`src/design/itp_pkg.sv`:
```
// Package: shared types, constants and tables of the ISO timestamp parser.
`timescale 1ns / 1ps
package itp_pkg;

  localparam int unsigned MAX_CHARS       = 127;
  localparam int unsigned YEAR_MAX_DIGITS = 6;
  localparam int unsigned FRAC_DIGITS     = 6;

  // Year bias that makes every accepted year non-negative (a whole number of eras).
  localparam logic [20:0] YEAR_BIAS = 21'd1000000;
  // Epoch shift plus the days of the biased eras.
  localparam logic signed [31:0] DAYS_BIAS = 32'sd365961968;
  // Reciprocal of 25 scaled by 2^24, rounded up.
  localparam logic [19:0] RECIP_25    = 20'd671089;
  localparam int unsigned RECIP_SHIFT = 24;
  localparam logic [16:0] SECS_PER_DAY   = 17'd86400;
  localparam logic [19:0] MICROS_PER_SEC = 20'd1000000;
  localparam logic [11:0] SECS_PER_HOUR  = 12'd3600;

  localparam logic [7:0] CH_NUL   = 8'h00;
  localparam logic [7:0] CH_MINUS = 8'h2d;
  localparam logic [7:0] CH_PLUS  = 8'h2b;
  localparam logic [7:0] CH_COLON = 8'h3a;
  localparam logic [7:0] CH_DOT   = 8'h2e;
  localparam logic [7:0] CH_SPACE = 8'h20;
  localparam logic [7:0] CH_T_UC  = 8'h54;
  localparam logic [7:0] CH_T_LC  = 8'h74;
  localparam logic [7:0] CH_Z_UC  = 8'h5a;
  localparam logic [7:0] CH_Z_LC  = 8'h7a;
  localparam logic [7:0] CH_ZERO  = 8'h30;
  localparam logic [7:0] CH_NINE  = 8'h39;

  typedef enum logic [4:0] {
    PH_YSIGN, PH_YEAR_POS, PH_YEAR_NEG, PH_MON0, PH_MON1, PH_MONSEP,
    PH_DAY0, PH_DAY1, PH_AFTER_DATE, PH_HOUR0, PH_HOUR1, PH_HSEP,
    PH_MIN0, PH_MIN1, PH_MSEP, PH_SEC0, PH_SEC1, PH_AFTER_TIME,
    PH_FRAC0, PH_FRAC, PH_OFFH0, PH_OFFH1, PH_AFTER_OFFH, PH_OFFM0,
    PH_OFFM1, PH_DONE, PH_ENDED
  } phase_e;

  typedef enum logic [2:0] {
    CS_PARSE, CS_YEAR, CS_DIV, CS_DAYS, CS_SECS, CS_MUL, CS_SUM, CS_OUT
  } ctrl_state_e;

  // Commands from the sequencer to the datapath.
  typedef struct packed {
    logic take_char;
    logic take_end;
    logic calc_year;
    logic calc_div;
    logic calc_days;
    logic calc_secs;
    logic calc_mul;
    logic calc_sum;
    logic clear;
  } dp_cmd_t;

  // Remainder by 25 of a narrow value (below 256) by reciprocal.
  function automatic logic [4:0] mod25(input logic [7:0] v);
    logic [15:0] q;
    logic [15:0] r;
    q = (16'(v) * 16'd41) >> 10;
    r = 16'(v) - q * 16'd25;
    return r[4:0];
  endfunction

  function automatic logic [4:0] month_len(input logic [3:0] m);
    case (m)
      4'd2:                      return 5'd28;
      4'd4, 4'd6, 4'd9, 4'd11:   return 5'd30;
      default:                   return 5'd31;
    endcase
  endfunction

  // Day of the year counted from March, for the first day of month m.
  function automatic logic [8:0] march_doy(input logic [3:0] m);
    case (m)
      4'd3:    return 9'd0;
      4'd4:    return 9'd31;
      4'd5:    return 9'd61;
      4'd6:    return 9'd92;
      4'd7:    return 9'd122;
      4'd8:    return 9'd153;
      4'd9:    return 9'd184;
      4'd10:   return 9'd214;
      4'd11:   return 9'd245;
      4'd12:   return 9'd275;
      4'd1:    return 9'd306;
      4'd2:    return 9'd337;
      default: return 9'd0;
    endcase
  endfunction

  function automatic logic [16:0] frac_scale(input logic [2:0] n);
    case (n)
      3'd0:    return 17'd100000;
      3'd1:    return 17'd10000;
      3'd2:    return 17'd1000;
      3'd3:    return 17'd100;
      3'd4:    return 17'd10;
      3'd5:    return 17'd1;
      default: return 17'd0;
    endcase
  endfunction

endpackage

```
`src/design/itp_if.sv`:
```
// Interfaces: character input channel and result output channel.
`timescale 1ns / 1ps
interface itp_in_if;
  logic       valid;
  logic       ready;
  logic [7:0] char_code;
  logic       end_of_text;
  modport source (output valid, output char_code, output end_of_text, input ready);
  modport sink   (input valid, input char_code, input end_of_text, output ready);
endinterface

interface itp_out_if;
  logic               valid;
  logic               ready;
  logic signed [63:0] micros_since_epoch;
  logic               malformed;
  modport source (output valid, output micros_since_epoch, output malformed, input ready);
  modport sink   (input valid, input micros_since_epoch, input malformed, output ready);
endinterface

```
`src/design/iso_timestamp_parser.sv`:
```
// Top level: ISO 8601 timestamp parser, controller plus datapath.
// Usage:
//   in_i  carries one text byte per transfer (char_code), or an end marker
//         (end_of_text = 1, char_code ignored), one byte per cycle while in_i is ready.
//   out_o carries one result per end marker: microseconds since the epoch
//         (UTC, wrapping modulo 2^64) and a malformed flag; when malformed
//         the time reads as -1.
//   Steps: after the end-marker transfer the six arithmetic steps (year
//   bias, divide by 25 via reciprocal, day count, seconds, two partial
//   microsecond products, final sum) run one per cycle in the sequencer's
//   states before the result is valid.
//   in_i is not ready while a text's result is computed or waits.
//   If the receiver stalls, the result stays in its register and in_i stays
//   not ready until the result transfer; then all parser state clears.
//   Reset clears the parser to expect a year and drops any pending result.
`timescale 1ns / 1ps
module iso_timestamp_parser (
  input  logic      clk_i,
  input  logic      rst_ni,
  itp_in_if.sink    in_i,
  itp_out_if.source out_o
);
  import itp_pkg::*;

  dp_cmd_t cmd;

  itp_ctrl u_ctrl (
    .clk_i      (clk_i),
    .rst_ni     (rst_ni),
    .in_valid_i (in_i.valid),
    .in_end_i   (in_i.end_of_text),
    .in_ready_o (in_i.ready),
    .out_valid_o(out_o.valid),
    .out_ready_i(out_o.ready),
    .cmd_o      (cmd)
  );

  itp_dp u_dp (
    .clk_i      (clk_i),
    .rst_ni     (rst_ni),
    .cmd_i      (cmd),
    .char_code_i(in_i.char_code),
    .micros_o   (out_o.micros_since_epoch),
    .malformed_o(out_o.malformed)
  );

`ifndef SYNTH
  // No new text is taken while a result is pending
  a_no_overlap: assert property (@(posedge clk_i) disable iff (!rst_ni)
    out_o.valid |-> !in_i.ready)
    else $error("input ready while a result is pending");

  // End marker starts the computation and blocks input
  a_end_blocks: assert property (@(posedge clk_i) disable iff (!rst_ni)
    (in_i.valid && in_i.ready && in_i.end_of_text) |=> (!in_i.ready && !out_o.valid))
    else $error("end marker did not start computation");

  // Result becomes valid when the computation steps after the end marker finish
  a_latency: assert property (@(posedge clk_i) disable iff (!rst_ni)
    (in_i.valid && in_i.ready && in_i.end_of_text) |-> ##7 out_o.valid)
    else $error("result latency wrong");

  // A malformed result carries all ones
  a_bad_value: assert property (@(posedge clk_i) disable iff (!rst_ni)
    (out_o.valid && out_o.malformed) |-> (out_o.micros_since_epoch == -64'sd1))
    else $error("malformed result not -1");
`endif

endmodule

```
`src/design/itp_ctrl.sv`:
```
// Sequencer: character intake, result computation steps and result hand-off.
`timescale 1ns / 1ps
module itp_ctrl (
  input  logic             clk_i,
  input  logic             rst_ni,
  input  logic             in_valid_i,
  input  logic             in_end_i,
  output logic             in_ready_o,
  output logic             out_valid_o,
  input  logic             out_ready_i,
  output itp_pkg::dp_cmd_t cmd_o
);
  import itp_pkg::*;

  ctrl_state_e state_q, state_d;

  // State register
  always_ff @(posedge clk_i or negedge rst_ni) begin
    if (!rst_ni) begin
      state_q <= CS_PARSE;
    end else begin
      state_q <= state_d;
    end
  end

  // Next state and commands
  always_comb begin
    state_d     = state_q;
    cmd_o       = '0;
    in_ready_o  = 1'b0;
    out_valid_o = 1'b0;
    case (state_q)
      CS_PARSE: begin
        in_ready_o = 1'b1;
        if (in_valid_i) begin
          if (in_end_i) begin
            cmd_o.take_end = 1'b1;
            state_d        = CS_YEAR;
          end else begin
            cmd_o.take_char = 1'b1;
          end
        end
      end
      CS_YEAR: begin
        cmd_o.calc_year = 1'b1;
        state_d         = CS_DIV;
      end
      CS_DIV: begin
        cmd_o.calc_div = 1'b1;
        state_d        = CS_DAYS;
      end
      CS_DAYS: begin
        cmd_o.calc_days = 1'b1;
        state_d         = CS_SECS;
      end
      CS_SECS: begin
        cmd_o.calc_secs = 1'b1;
        state_d         = CS_MUL;
      end
      CS_MUL: begin
        cmd_o.calc_mul = 1'b1;
        state_d        = CS_SUM;
      end
      CS_SUM: begin
        cmd_o.calc_sum = 1'b1;
        state_d        = CS_OUT;
      end
      CS_OUT: begin
        out_valid_o = 1'b1;
        if (out_ready_i) begin
          cmd_o.clear = 1'b1;
          state_d     = CS_PARSE;
        end
      end
      default: state_d = CS_PARSE;
    endcase
  end

endmodule

```
`src/design/itp_dp.sv`:
```
// Datapath: character parser registers and the days/microseconds arithmetic.
`timescale 1ns / 1ps
module itp_dp (
  input  logic               clk_i,
  input  logic               rst_ni,
  input  itp_pkg::dp_cmd_t   cmd_i,
  input  logic [7:0]         char_code_i,
  output logic signed [63:0] micros_o,
  output logic               malformed_o
);
  import itp_pkg::*;

  phase_e             phase_q, phase_d;
  logic [19:0]        acc_q, acc_d;
  logic [2:0]         cnt_q, cnt_d;
  logic [4:0]         m25_q, m25_d;
  logic               leap_q, leap_d;
  logic signed [20:0] year_q, year_d;
  logic [3:0]         month_q, month_d;
  logic [6:0]         day_q, day_d;
  logic [6:0]         hour_q, hour_d;
  logic [6:0]         minute_q, minute_d;
  logic [6:0]         second_q, second_d;
  logic [19:0]        frac_q, frac_d;
  logic signed [17:0] off_q, off_d;
  logic               err_q, err_d;
  logic [7:0]         chars_q, chars_d;

  logic [20:0]        yadj_q;
  logic signed [18:0] sod_q;
  logic [8:0]         doy_q;
  logic [38:0]        qprod_q;
  logic signed [31:0] days_q;
  logic signed [47:0] secs_q;
  logic [43:0]        plo_q;
  logic [39:0]        phi_q;
  logic [63:0]        micros_q;

  logic        is_dig, fail, zone;
  logic [3:0]  dig;
  logic [23:0] acc10_w;
  logic [19:0] acc10;
  logic [4:0]  lim;
  logic        end_ok;

  assign is_dig  = (char_code_i >= CH_ZERO) && (char_code_i <= CH_NINE);
  assign dig     = is_dig ? 4'(char_code_i - CH_ZERO) : 4'd0;
  assign acc10_w = 24'(acc_q) * 24'd10 + 24'(dig);
  assign acc10   = acc10_w[19:0];
  assign end_ok  = (phase_q inside {PH_AFTER_DATE, PH_AFTER_TIME, PH_FRAC,
                                    PH_AFTER_OFFH, PH_DONE, PH_ENDED});

  // Character parser next state
  always_comb begin
    phase_d  = phase_q;
    acc_d    = acc_q;
    cnt_d    = cnt_q;
    m25_d    = m25_q;
    leap_d   = leap_q;
    year_d   = year_q;
    month_d  = month_q;
    day_d    = day_q;
    hour_d   = hour_q;
    minute_d = minute_q;
    second_d = second_q;
    frac_d   = frac_q;
    off_d    = off_q;
    err_d    = err_q;
    chars_d  = chars_q;
    fail     = 1'b0;
    zone     = 1'b0;
    lim      = month_len(month_q);
    if (month_q == 4'd2 && leap_q) begin
      lim = 5'd29;
    end

    if (cmd_i.clear) begin
      phase_d  = PH_YSIGN;
      acc_d    = '0;
      cnt_d    = '0;
      m25_d    = '0;
      leap_d   = 1'b0;
      year_d   = '0;
      month_d  = '0;
      day_d    = '0;
      hour_d   = '0;
      minute_d = '0;
      second_d = '0;
      frac_d   = '0;
      off_d    = '0;
      err_d    = 1'b0;
      chars_d  = '0;
    end else if (cmd_i.take_end) begin
      if (!end_ok) begin
        err_d = 1'b1;
      end
      phase_d = PH_ENDED;
    end else if (cmd_i.take_char) begin
      // Length limit
      if (chars_q >= 8'(MAX_CHARS)) begin
        err_d = 1'b1;
      end else begin
        chars_d = chars_q + 8'd1;
      end
      if (phase_q == PH_ENDED) begin
        phase_d = PH_ENDED;
      end else if (char_code_i == CH_NUL) begin
        // Zero byte ends the text early
        if (!end_ok) begin
          err_d = 1'b1;
        end
        phase_d = PH_ENDED;
      end else begin
        case (phase_q)
          PH_YSIGN: begin
            if (char_code_i == CH_MINUS) begin
              phase_d = PH_YEAR_NEG;
              cnt_d   = 3'd0;
              acc_d   = '0;
              m25_d   = '0;
            end else if (is_dig) begin
              phase_d = PH_YEAR_POS;
              cnt_d   = 3'd1;
              acc_d   = 20'(dig);
              m25_d   = 5'(dig);
            end else begin
              fail = 1'b1;
            end
          end
          PH_YEAR_POS, PH_YEAR_NEG: begin
            if (is_dig) begin
              if (cnt_q >= 3'(YEAR_MAX_DIGITS)) begin
                fail = 1'b1;
              end else begin
                acc_d = acc10;
                cnt_d = cnt_q + 3'd1;
                m25_d = mod25(8'(m25_q) * 8'd10 + 8'(dig));
              end
            end else if (char_code_i == CH_MINUS && cnt_q >= 3'd4) begin
              year_d  = (phase_q == PH_YEAR_NEG) ? -$signed({1'b0, acc_q})
                                                 : $signed({1'b0, acc_q});
              leap_d  = (acc_q[1:0] == 2'd0) && ((m25_q != 5'd0) || (acc_q[3:0] == 4'd0));
              phase_d = PH_MON0;
            end else begin
              fail = 1'b1;
            end
          end
          PH_MON0, PH_DAY0, PH_HOUR0, PH_MIN0, PH_SEC0, PH_OFFH0, PH_OFFM0: begin
            if (!is_dig) begin
              fail = 1'b1;
            end else begin
              acc_d   = 20'(dig);
              phase_d = phase_e'(phase_q + 5'd1);
            end
          end
          PH_MON1: begin
            acc_d = acc10;
            if (!is_dig || acc10 < 20'd1 || acc10 > 20'd12) begin
              fail = 1'b1;
            end else begin
              month_d = acc10[3:0];
              phase_d = PH_MONSEP;
            end
          end
          PH_MONSEP: begin
            if (char_code_i == CH_MINUS) phase_d = PH_DAY0;
            else fail = 1'b1;
          end
          PH_DAY1: begin
            acc_d = acc10;
            if (!is_dig || acc10 < 20'd1 || acc10 > 20'(lim)) begin
              fail = 1'b1;
            end else begin
              day_d   = acc10[6:0];
              phase_d = PH_AFTER_DATE;
            end
          end
          PH_AFTER_DATE: begin
            if (char_code_i == CH_T_UC || char_code_i == CH_T_LC || char_code_i == CH_SPACE) begin
              phase_d = PH_HOUR0;
            end else begin
              zone = 1'b1;
            end
          end
          PH_HOUR1: begin
            if (!is_dig) begin
              fail = 1'b1;
            end else begin
              hour_d  = acc10[6:0];
              phase_d = PH_HSEP;
            end
          end
          PH_HSEP: begin
            if (char_code_i == CH_COLON) phase_d = PH_MIN0;
            else fail = 1'b1;
          end
          PH_MIN1: begin
            if (!is_dig) begin
              fail = 1'b1;
            end else begin
              minute_d = acc10[6:0];
              phase_d  = PH_MSEP;
            end
          end
          PH_MSEP: begin
            if (char_code_i == CH_COLON) phase_d = PH_SEC0;
            else fail = 1'b1;
          end
          PH_SEC1: begin
            if (!is_dig) begin
              fail = 1'b1;
            end else begin
              second_d = acc10[6:0];
              if (hour_q > 7'd23 || minute_q > 7'd59 || acc10[6:0] > 7'd60) begin
                fail = 1'b1;
              end else begin
                phase_d = PH_AFTER_TIME;
              end
            end
          end
          PH_AFTER_TIME: begin
            if (char_code_i == CH_DOT) begin
              phase_d = PH_FRAC0;
              cnt_d   = 3'd0;
              frac_d  = '0;
            end else begin
              zone = 1'b1;
            end
          end
          PH_FRAC0, PH_FRAC: begin
            if (is_dig) begin
              // Digits past microseconds are dropped
              if (cnt_q < 3'(FRAC_DIGITS)) begin
                frac_d = frac_q + 20'(21'(dig) * 21'(frac_scale(cnt_q)));
                cnt_d  = cnt_q + 3'd1;
              end
              phase_d = PH_FRAC;
            end else if (phase_q == PH_FRAC) begin
              zone = 1'b1;
            end else begin
              fail = 1'b1;
            end
          end
          PH_OFFH1: begin
            acc_d = acc10;
            if (!is_dig || acc10 > 20'd23) begin
              fail = 1'b1;
            end else begin
              off_d   = (cnt_q != 3'd0) ? -$signed(18'(acc10[4:0] * SECS_PER_HOUR))
                                        : $signed(18'(acc10[4:0] * SECS_PER_HOUR));
              phase_d = PH_AFTER_OFFH;
            end
          end
          PH_AFTER_OFFH: begin
            if (char_code_i == CH_COLON) begin
              phase_d = PH_OFFM0;
            end else if (is_dig) begin
              acc_d   = 20'(dig);
              phase_d = PH_OFFM1;
            end else begin
              fail = 1'b1;
            end
          end
          PH_OFFM1: begin
            acc_d = acc10;
            if (!is_dig || acc10 > 20'd59) begin
              fail = 1'b1;
            end else begin
              off_d   = (cnt_q != 3'd0) ? off_q - $signed(18'(acc10[5:0] * 12'd60))
                                        : off_q + $signed(18'(acc10[5:0] * 12'd60));
              phase_d = PH_DONE;
            end
          end
          default: fail = 1'b1;
        endcase

        // Zone designator or offset sign ends a field
        if (zone) begin
          if (char_code_i == CH_Z_UC || char_code_i == CH_Z_LC) begin
            phase_d = PH_DONE;
          end else if (char_code_i == CH_PLUS || char_code_i == CH_MINUS) begin
            cnt_d   = (char_code_i == CH_MINUS) ? 3'd1 : 3'd0;
            phase_d = PH_OFFH0;
          end else begin
            fail = 1'b1;
          end
        end
        if (fail) begin
          err_d   = 1'b1;
          phase_d = PH_ENDED;
        end
      end
    end
  end

  // Parser registers
  always_ff @(posedge clk_i or negedge rst_ni) begin
    if (!rst_ni) begin
      phase_q  <= PH_YSIGN;
      acc_q    <= '0;
      cnt_q    <= '0;
      m25_q    <= '0;
      leap_q   <= 1'b0;
      year_q   <= '0;
      month_q  <= '0;
      day_q    <= '0;
      hour_q   <= '0;
      minute_q <= '0;
      second_q <= '0;
      frac_q   <= '0;
      off_q    <= '0;
      err_q    <= 1'b0;
      chars_q  <= '0;
    end else begin
      phase_q  <= phase_d;
      acc_q    <= acc_d;
      cnt_q    <= cnt_d;
      m25_q    <= m25_d;
      leap_q   <= leap_d;
      year_q   <= year_d;
      month_q  <= month_d;
      day_q    <= day_d;
      hour_q   <= hour_d;
      minute_q <= minute_d;
      second_q <= second_d;
      frac_q   <= frac_d;
      off_q    <= off_d;
      err_q    <= err_d;
      chars_q  <= chars_d;
    end
  end

  // Result arithmetic, one step per command
  always_ff @(posedge clk_i) begin
    if (cmd_i.calc_year) begin
      // Biased March-based year, second of day less offset, day of year
      yadj_q <= 21'(22'(year_q) - ((month_q <= 4'd2) ? 22'sd1 : 22'sd0)
                    + $signed({1'b0, YEAR_BIAS}));
      sod_q  <= 19'(20'(hour_q) * 20'(SECS_PER_HOUR) + 20'(minute_q) * 20'd60
                    + 20'(second_q)) - 19'(off_q);
      doy_q  <= march_doy(month_q) + 9'(day_q) - 9'd1;
    end
    if (cmd_i.calc_div) begin
      qprod_q <= 39'(yadj_q[20:2]) * 39'(RECIP_25);
    end
    if (cmd_i.calc_days) begin
      days_q <= $signed(32'(yadj_q) * 32'd365 + 32'(yadj_q[20:2])
                        - 32'(qprod_q[38:RECIP_SHIFT]) + 32'(qprod_q[38:RECIP_SHIFT+2])
                        + 32'(doy_q)) - DAYS_BIAS;
    end
    if (cmd_i.calc_secs) begin
      secs_q <= 48'(days_q * $signed({31'd0, SECS_PER_DAY})) + 48'(sod_q);
    end
    if (cmd_i.calc_mul) begin
      // Upper half carries the sign of the seconds count
      plo_q <= 44'(secs_q[23:0]) * 44'(MICROS_PER_SEC);
      phi_q <= 40'(40'($signed(secs_q[47:24])) * 40'(MICROS_PER_SEC));
    end
    if (cmd_i.calc_sum) begin
      micros_q <= err_q ? '1 : ({phi_q, 24'd0} + 64'(plo_q) + 64'(frac_q));
    end
  end

  assign micros_o    = $signed(micros_q);
  assign malformed_o = err_q;

endmodule
```
`src/flat_wrapper.sv`:
```
// flat-port wrapper written by rule: the top's interface ports become plain ports
module iso_timestamp_parser_flat import itp_pkg::*;
  (clk_i, rst_ni, in_i_valid, in_i_char_code, in_i_end_of_text, in_i_ready, out_o_valid, out_o_micros_since_epoch, out_o_malformed, out_o_ready);
  itp_in_if in_i_i ();
  itp_out_if out_o_i ();
  input  logic clk_i;
  input  logic rst_ni;
  input wire logic [$bits(in_i_i.valid)-1:0] in_i_valid;
  input wire logic [$bits(in_i_i.char_code)-1:0] in_i_char_code;
  input wire logic [$bits(in_i_i.end_of_text)-1:0] in_i_end_of_text;
  output wire logic [$bits(in_i_i.ready)-1:0] in_i_ready;
  output wire logic [$bits(out_o_i.valid)-1:0] out_o_valid;
  output wire logic [$bits(out_o_i.micros_since_epoch)-1:0] out_o_micros_since_epoch;
  output wire logic [$bits(out_o_i.malformed)-1:0] out_o_malformed;
  input wire logic [$bits(out_o_i.ready)-1:0] out_o_ready;
  assign in_i_i.valid = in_i_valid;
  assign in_i_i.char_code = in_i_char_code;
  assign in_i_i.end_of_text = in_i_end_of_text;
  assign in_i_ready = in_i_i.ready;
  assign out_o_valid = out_o_i.valid;
  assign out_o_micros_since_epoch = out_o_i.micros_since_epoch;
  assign out_o_malformed = out_o_i.malformed;
  assign out_o_i.ready = out_o_ready;
  iso_timestamp_parser u_core (.clk_i(clk_i), .rst_ni(rst_ni), .in_i(in_i_i), .out_o(out_o_i));
endmodule
```
`config.mk`:
```
export PLATFORM = sky130hd
export DESIGN_NAME = iso_timestamp_parser_flat
export DESIGN_NICKNAME = d
export VERILOG_FILES = /design/src/design/itp_pkg.sv /design/src/design/itp_if.sv /design/src/design/iso_timestamp_parser.sv /design/src/design/itp_ctrl.sv /design/src/design/itp_dp.sv /design/src/flat_wrapper.sv
export SDC_FILE = /design/constraint.sdc
export NUM_CORES = 2
export LEC_CHECK = 0
export ABC_AREA = 1
export BUFFER_PORTS_ARGS = -buffer_cell sky130_fd_sc_hd__buf_2
export CAP_MARGIN = 10
export CORE_MARGIN = 10
export CORE_UTILIZATION = 45
export DETAILED_ROUTE_END_ITERATION = 12
export PLACE_DENSITY_LB_ADDON = 0.3
export SLEW_MARGIN = 20
export SYNTH_ARGS = -nofsm -noshare
export SYNTH_HDL_FRONTEND = slang
export SYNTH_SLANG_ARGS = --single-unit
```
`constraint.sdc`:
```
create_clock -name clk_i -period 8.1 [get_ports clk_i]
set_input_delay 0.405 -clock clk_i [delete_from_list [all_inputs] [get_ports clk_i]]
set_output_delay 0.405 -clock clk_i [all_outputs]
set_load 0.01 [all_outputs]
```
==> results.sh <==
export IMPL_outcome="completed"
export IMPL_crit_path_end_kind="register"
export IMPL_die_h_um=381
export IMPL_worstSetupStartpointType="register"
export IMPL_busiest_layer="met2"
export IMPL_synth_seq_area_share=0.201
export IMPL_hpwl_um=114000
export IMPL_fin_crit_ns=6.71
export IMPL_min_path_cells=4
export IMPL_post_route_util=0.487
export IMPL_ys_types=71
export IMPL_cts_root_buf="clkbuf_16"
export IMPL_tns_ns=0
export IMPL_dr_first_iter_drc_count=2501
export IMPL_cts_setup_buffers=0
export IMPL_synth_top_cells_by_count="inv_1, ha_1, nand2_1"
export IMPL_seqCellArea_um2=11800
export IMPL_first_pass_iters=5
export IMPL_areaGrowthSynthToFinish_pct=7.54
export IMPL_ys_ff_latch=415
export IMPL_clkTransAtPathRegs_ns=0.06
export IMPL_io_buffers=79
export IMPL_critical_path_class="reg -> reg"
export IMPL_clockBufferDepth=3
export IMPL_finClkSkew_ns=0.0510
export IMPL_period_share=0.828
export IMPL_stdcell_area_um2=63000
export IMPL_arrival_ns=7.09
export IMPL_worstHoldPathType="in -> reg"
export IMPL_numClockSinks=415
export IMPL_htreeDepth=2
export IMPL_grt_overflow_total=0
export IMPL_fillers=12300
export IMPL_drive_above_1_share=0.0435
export IMPL_track_usage=0.185
export IMPL_worstMarginPinSlew_ns=1.18
export IMPL_multiInputGateArea_um2=41100
export IMPL_nets=8357
export IMPL_drc=0
export IMPL_grtUsageMet3=0.0195
export IMPL_synth_largest_area_cell="ha_1"
export IMPL_antenna_found_initial=0
export IMPL_ant_nets=0
export IMPL_async_flop_share=0.325
export IMPL_vias_per_cell=5.07
export IMPL_yosysWarnings=0
export IMPL_num_vias=43000
export IMPL_slowest_delay_ns=0.54
export IMPL_relSlewSlack=0.212
export IMPL_grt_pass1_wl_um=226000
export IMPL_met2_usage=0.317
export IMPL_rsz0062_at_grt="no"
export IMPL_grt_max_degree=82
export IMPL_ctsResizeCount=0
export IMPL_cap_violations=0
export IMPL_holdBufCountCts=1
export IMPL_place_area_um2=61200
export IMPL_n_antenna_cell=0
export IMPL_hold_slack_ns=0.0798
export IMPL_max_freq_mhz=149
export IMPL_start_util=0.453
export IMPL_drv_slew=0
export IMPL_pin_count=80
export IMPL_fp_dieW_um=381
export IMPL_synth_top_area_frac=0.218
export IMPL_ys_top_cells_by_area="ha_1, fa_1, edfxtp_1"
export IMPL_core_um2=129000
export IMPL_rows=132
export IMPL_finalHoldViolCount=0
export IMPL_yosysMostFrequentCell="inv_1"
export IMPL_syn_nets=8242
export IMPL_met1_usage=0.250
export IMPL_reg2reg_depth=29
export IMPL_cts_buffers=53
export IMPL_gp_congestion=0.919
export IMPL_syn_inst=6580
export IMPL_clkLatencyLatePin_ns=0.67
export IMPL_setup_viol=0
export IMPL_cpMaxStageDelayCell="fa_1"
export IMPL_routed_wl_um=134000
export IMPL_cp_common_cell="nand2_1"
export IMPL_wire_per_inst_um=15.8
export IMPL_cp_required_ns=8.48
export IMPL_cts_tree="yes"
export IMPL_synth_area_um2=58600
export IMPL_grt_pass1_vias=44300
export IMPL_synth_ff_type="edfxtp_1"
export IMPL_fp_dieArea_um2=145000
export IMPL_avgSynthCellArea_um2=8.91
export IMPL_synth_edf_count=280
export IMPL_cp_max_fo=5
kinds of logic after synthesis:
group	after synthesis	synth area share
buf+inv	1532	0.0985
flops	415	0.201
simple gates	1653	0.121
compound gates	1005	0.0986
xor+xnor	325	0.0486
other cells	1	0.0000640
fa+ha+maj	1649	0.432
critical path, delay by kind of cell (launching register included):
family                   cells  cell delay [ns]
adder cells (fa/ha/maj)      7             2.97
flip-flops                   1             0.51
AO/OA/AOI/OAI                6             1.31
buffers and inverters        2             0.11
AND/OR/NAND/NOR             12             1.35
XOR/XNOR                     2             0.22
per-layer routing:
metal  wire length, µm  vias to the layer above  part of all wire
met3              5100                      180             0.038
li1                  -                    21600                 -
met1             62400                    20500              0.47
met2             63200                      789              0.47
met5                 0                        -                 0
met4              3200                        0             0.024
per-stage QoR:
stage               worst slack, ns  instances
floorplan                      1.49       6580
global placement              0.919       8380
detailed placement            0.903       8380
CTS                            1.39       8479
global route                  0.745       8480
finish                         1.39       8480
sequential cells by signal (all words and copies together) (netlist names), 3 cells and up:
| name | count |
|---|---|
| u_core.u_dp.minute_q | 7 |
| u_core.u_dp.doy_q | 9 |
| u_core.u_dp.hour_q | 7 |
| u_core.u_dp.off_q | 16 |
| u_core.u_dp.second_q | 7 |
| u_core.u_dp.acc_q | 20 |
| u_core.u_dp.chars_q | 8 |
| u_core.u_dp.m25_q | 5 |
| u_core.u_dp.day_q | 7 |
| u_core.u_dp.days_q | 32 |
| u_core.u_dp.qprod_q | 15 |
| u_core.u_dp.sod_q | 19 |
| u_core.u_dp.secs_q | 48 |
| u_core.u_dp.frac_q | 20 |
| u_core.u_dp.year_q | 21 |
| u_core.u_dp.month_q | 4 |
| u_core.u_dp.yadj_q | 21 |
| u_core.u_dp.cnt_q | 3 |
| u_core.u_dp.phi_q | 34 |
| u_core.u_ctrl.state_q | 3 |
| u_core.u_dp.phase_q | 5 |
| u_core.u_dp.plo_q | 38 |
| u_core.u_dp.micros_o | 64 |
cell usage in the layout, fill, tap and decap left out, types with 10 or more instances in the layout:
| master | n |
|---|---|
| buf_4 | 31 |
| inv_2 | 20 |
| a21oi_1 | 413 |
| nand4_1 | 60 |
| clkinv_2 | 11 |
| fa_1 | 627 |
| nand3_1 | 178 |
| o221ai_1 | 10 |
| edfxtp_1 | 280 |
| a211oi_1 | 11 |
| a21o_1 | 27 |
| a31oi_1 | 41 |
| o31ai_1 | 21 |
| o211ai_1 | 22 |
| clkbuf_1 | 11 |
| nor2_1 | 360 |
| clkinv_1 | 12 |
| o21bai_1 | 38 |
| dfrtp_1 | 135 |
| o22ai_1 | 33 |
| inv_1 | 1452 |
| nor4_1 | 20 |
| nor3_1 | 64 |
| o21ai_0 | 265 |
| buf_2 | 78 |
| ha_1 | 1022 |
| nand2_2 | 12 |
| xnor2_1 | 100 |
| xor2_1 | 225 |
| clkbuf_16 | 54 |
| o21ai_1 | 31 |
| o21a_1 | 12 |
| nand2_1 | 881 |
| or2_2 | 16 |
| nand3b_1 | 12 |
cell type report:
type	count	share of cell area
multi-input combinational	4633	0.652
timing repair buffer	112	0.0105
sequential	415	0.187
clock inverter	33	0.00603
inverter	1480	0.0882
clock buffer	65	0.0221
tap	1742	0.0346
path summary, 6_finish.rpt:
check	startpoint	to	slack, ns
max	u_core.u_dp.days_q[9]$_DFFE_PN_	u_core.u_dp.secs_q[47]$_DFFE_PP_	1.39
min	in_i_end_of_text	u_core.u_dp.malformed_o$_DFFE_PN0P_	0.08
max reg2reg	u_core.u_dp.days_q[9]$_DFFE_PN_	u_core.u_dp.secs_q[47]$_DFFE_PP_	1.39
min reg2reg	u_core.u_dp.sod_q[2]$_DFFE_PP_	u_core.u_dp.secs_q[2]$_DFFE_PP_	0.42
max in group asynchronous	rst_ni	u_core.u_dp.frac_q[8]$_DFFE_PN0P_	6.51
min in group asynchronous	rst_ni	u_core.u_dp.m25_q[3]$_DFFE_PN0P_	0.35
Power is left out: the tool's default activity adds up to more than one toggle a clock period on the data nets, which glitch-free logic cannot reach.
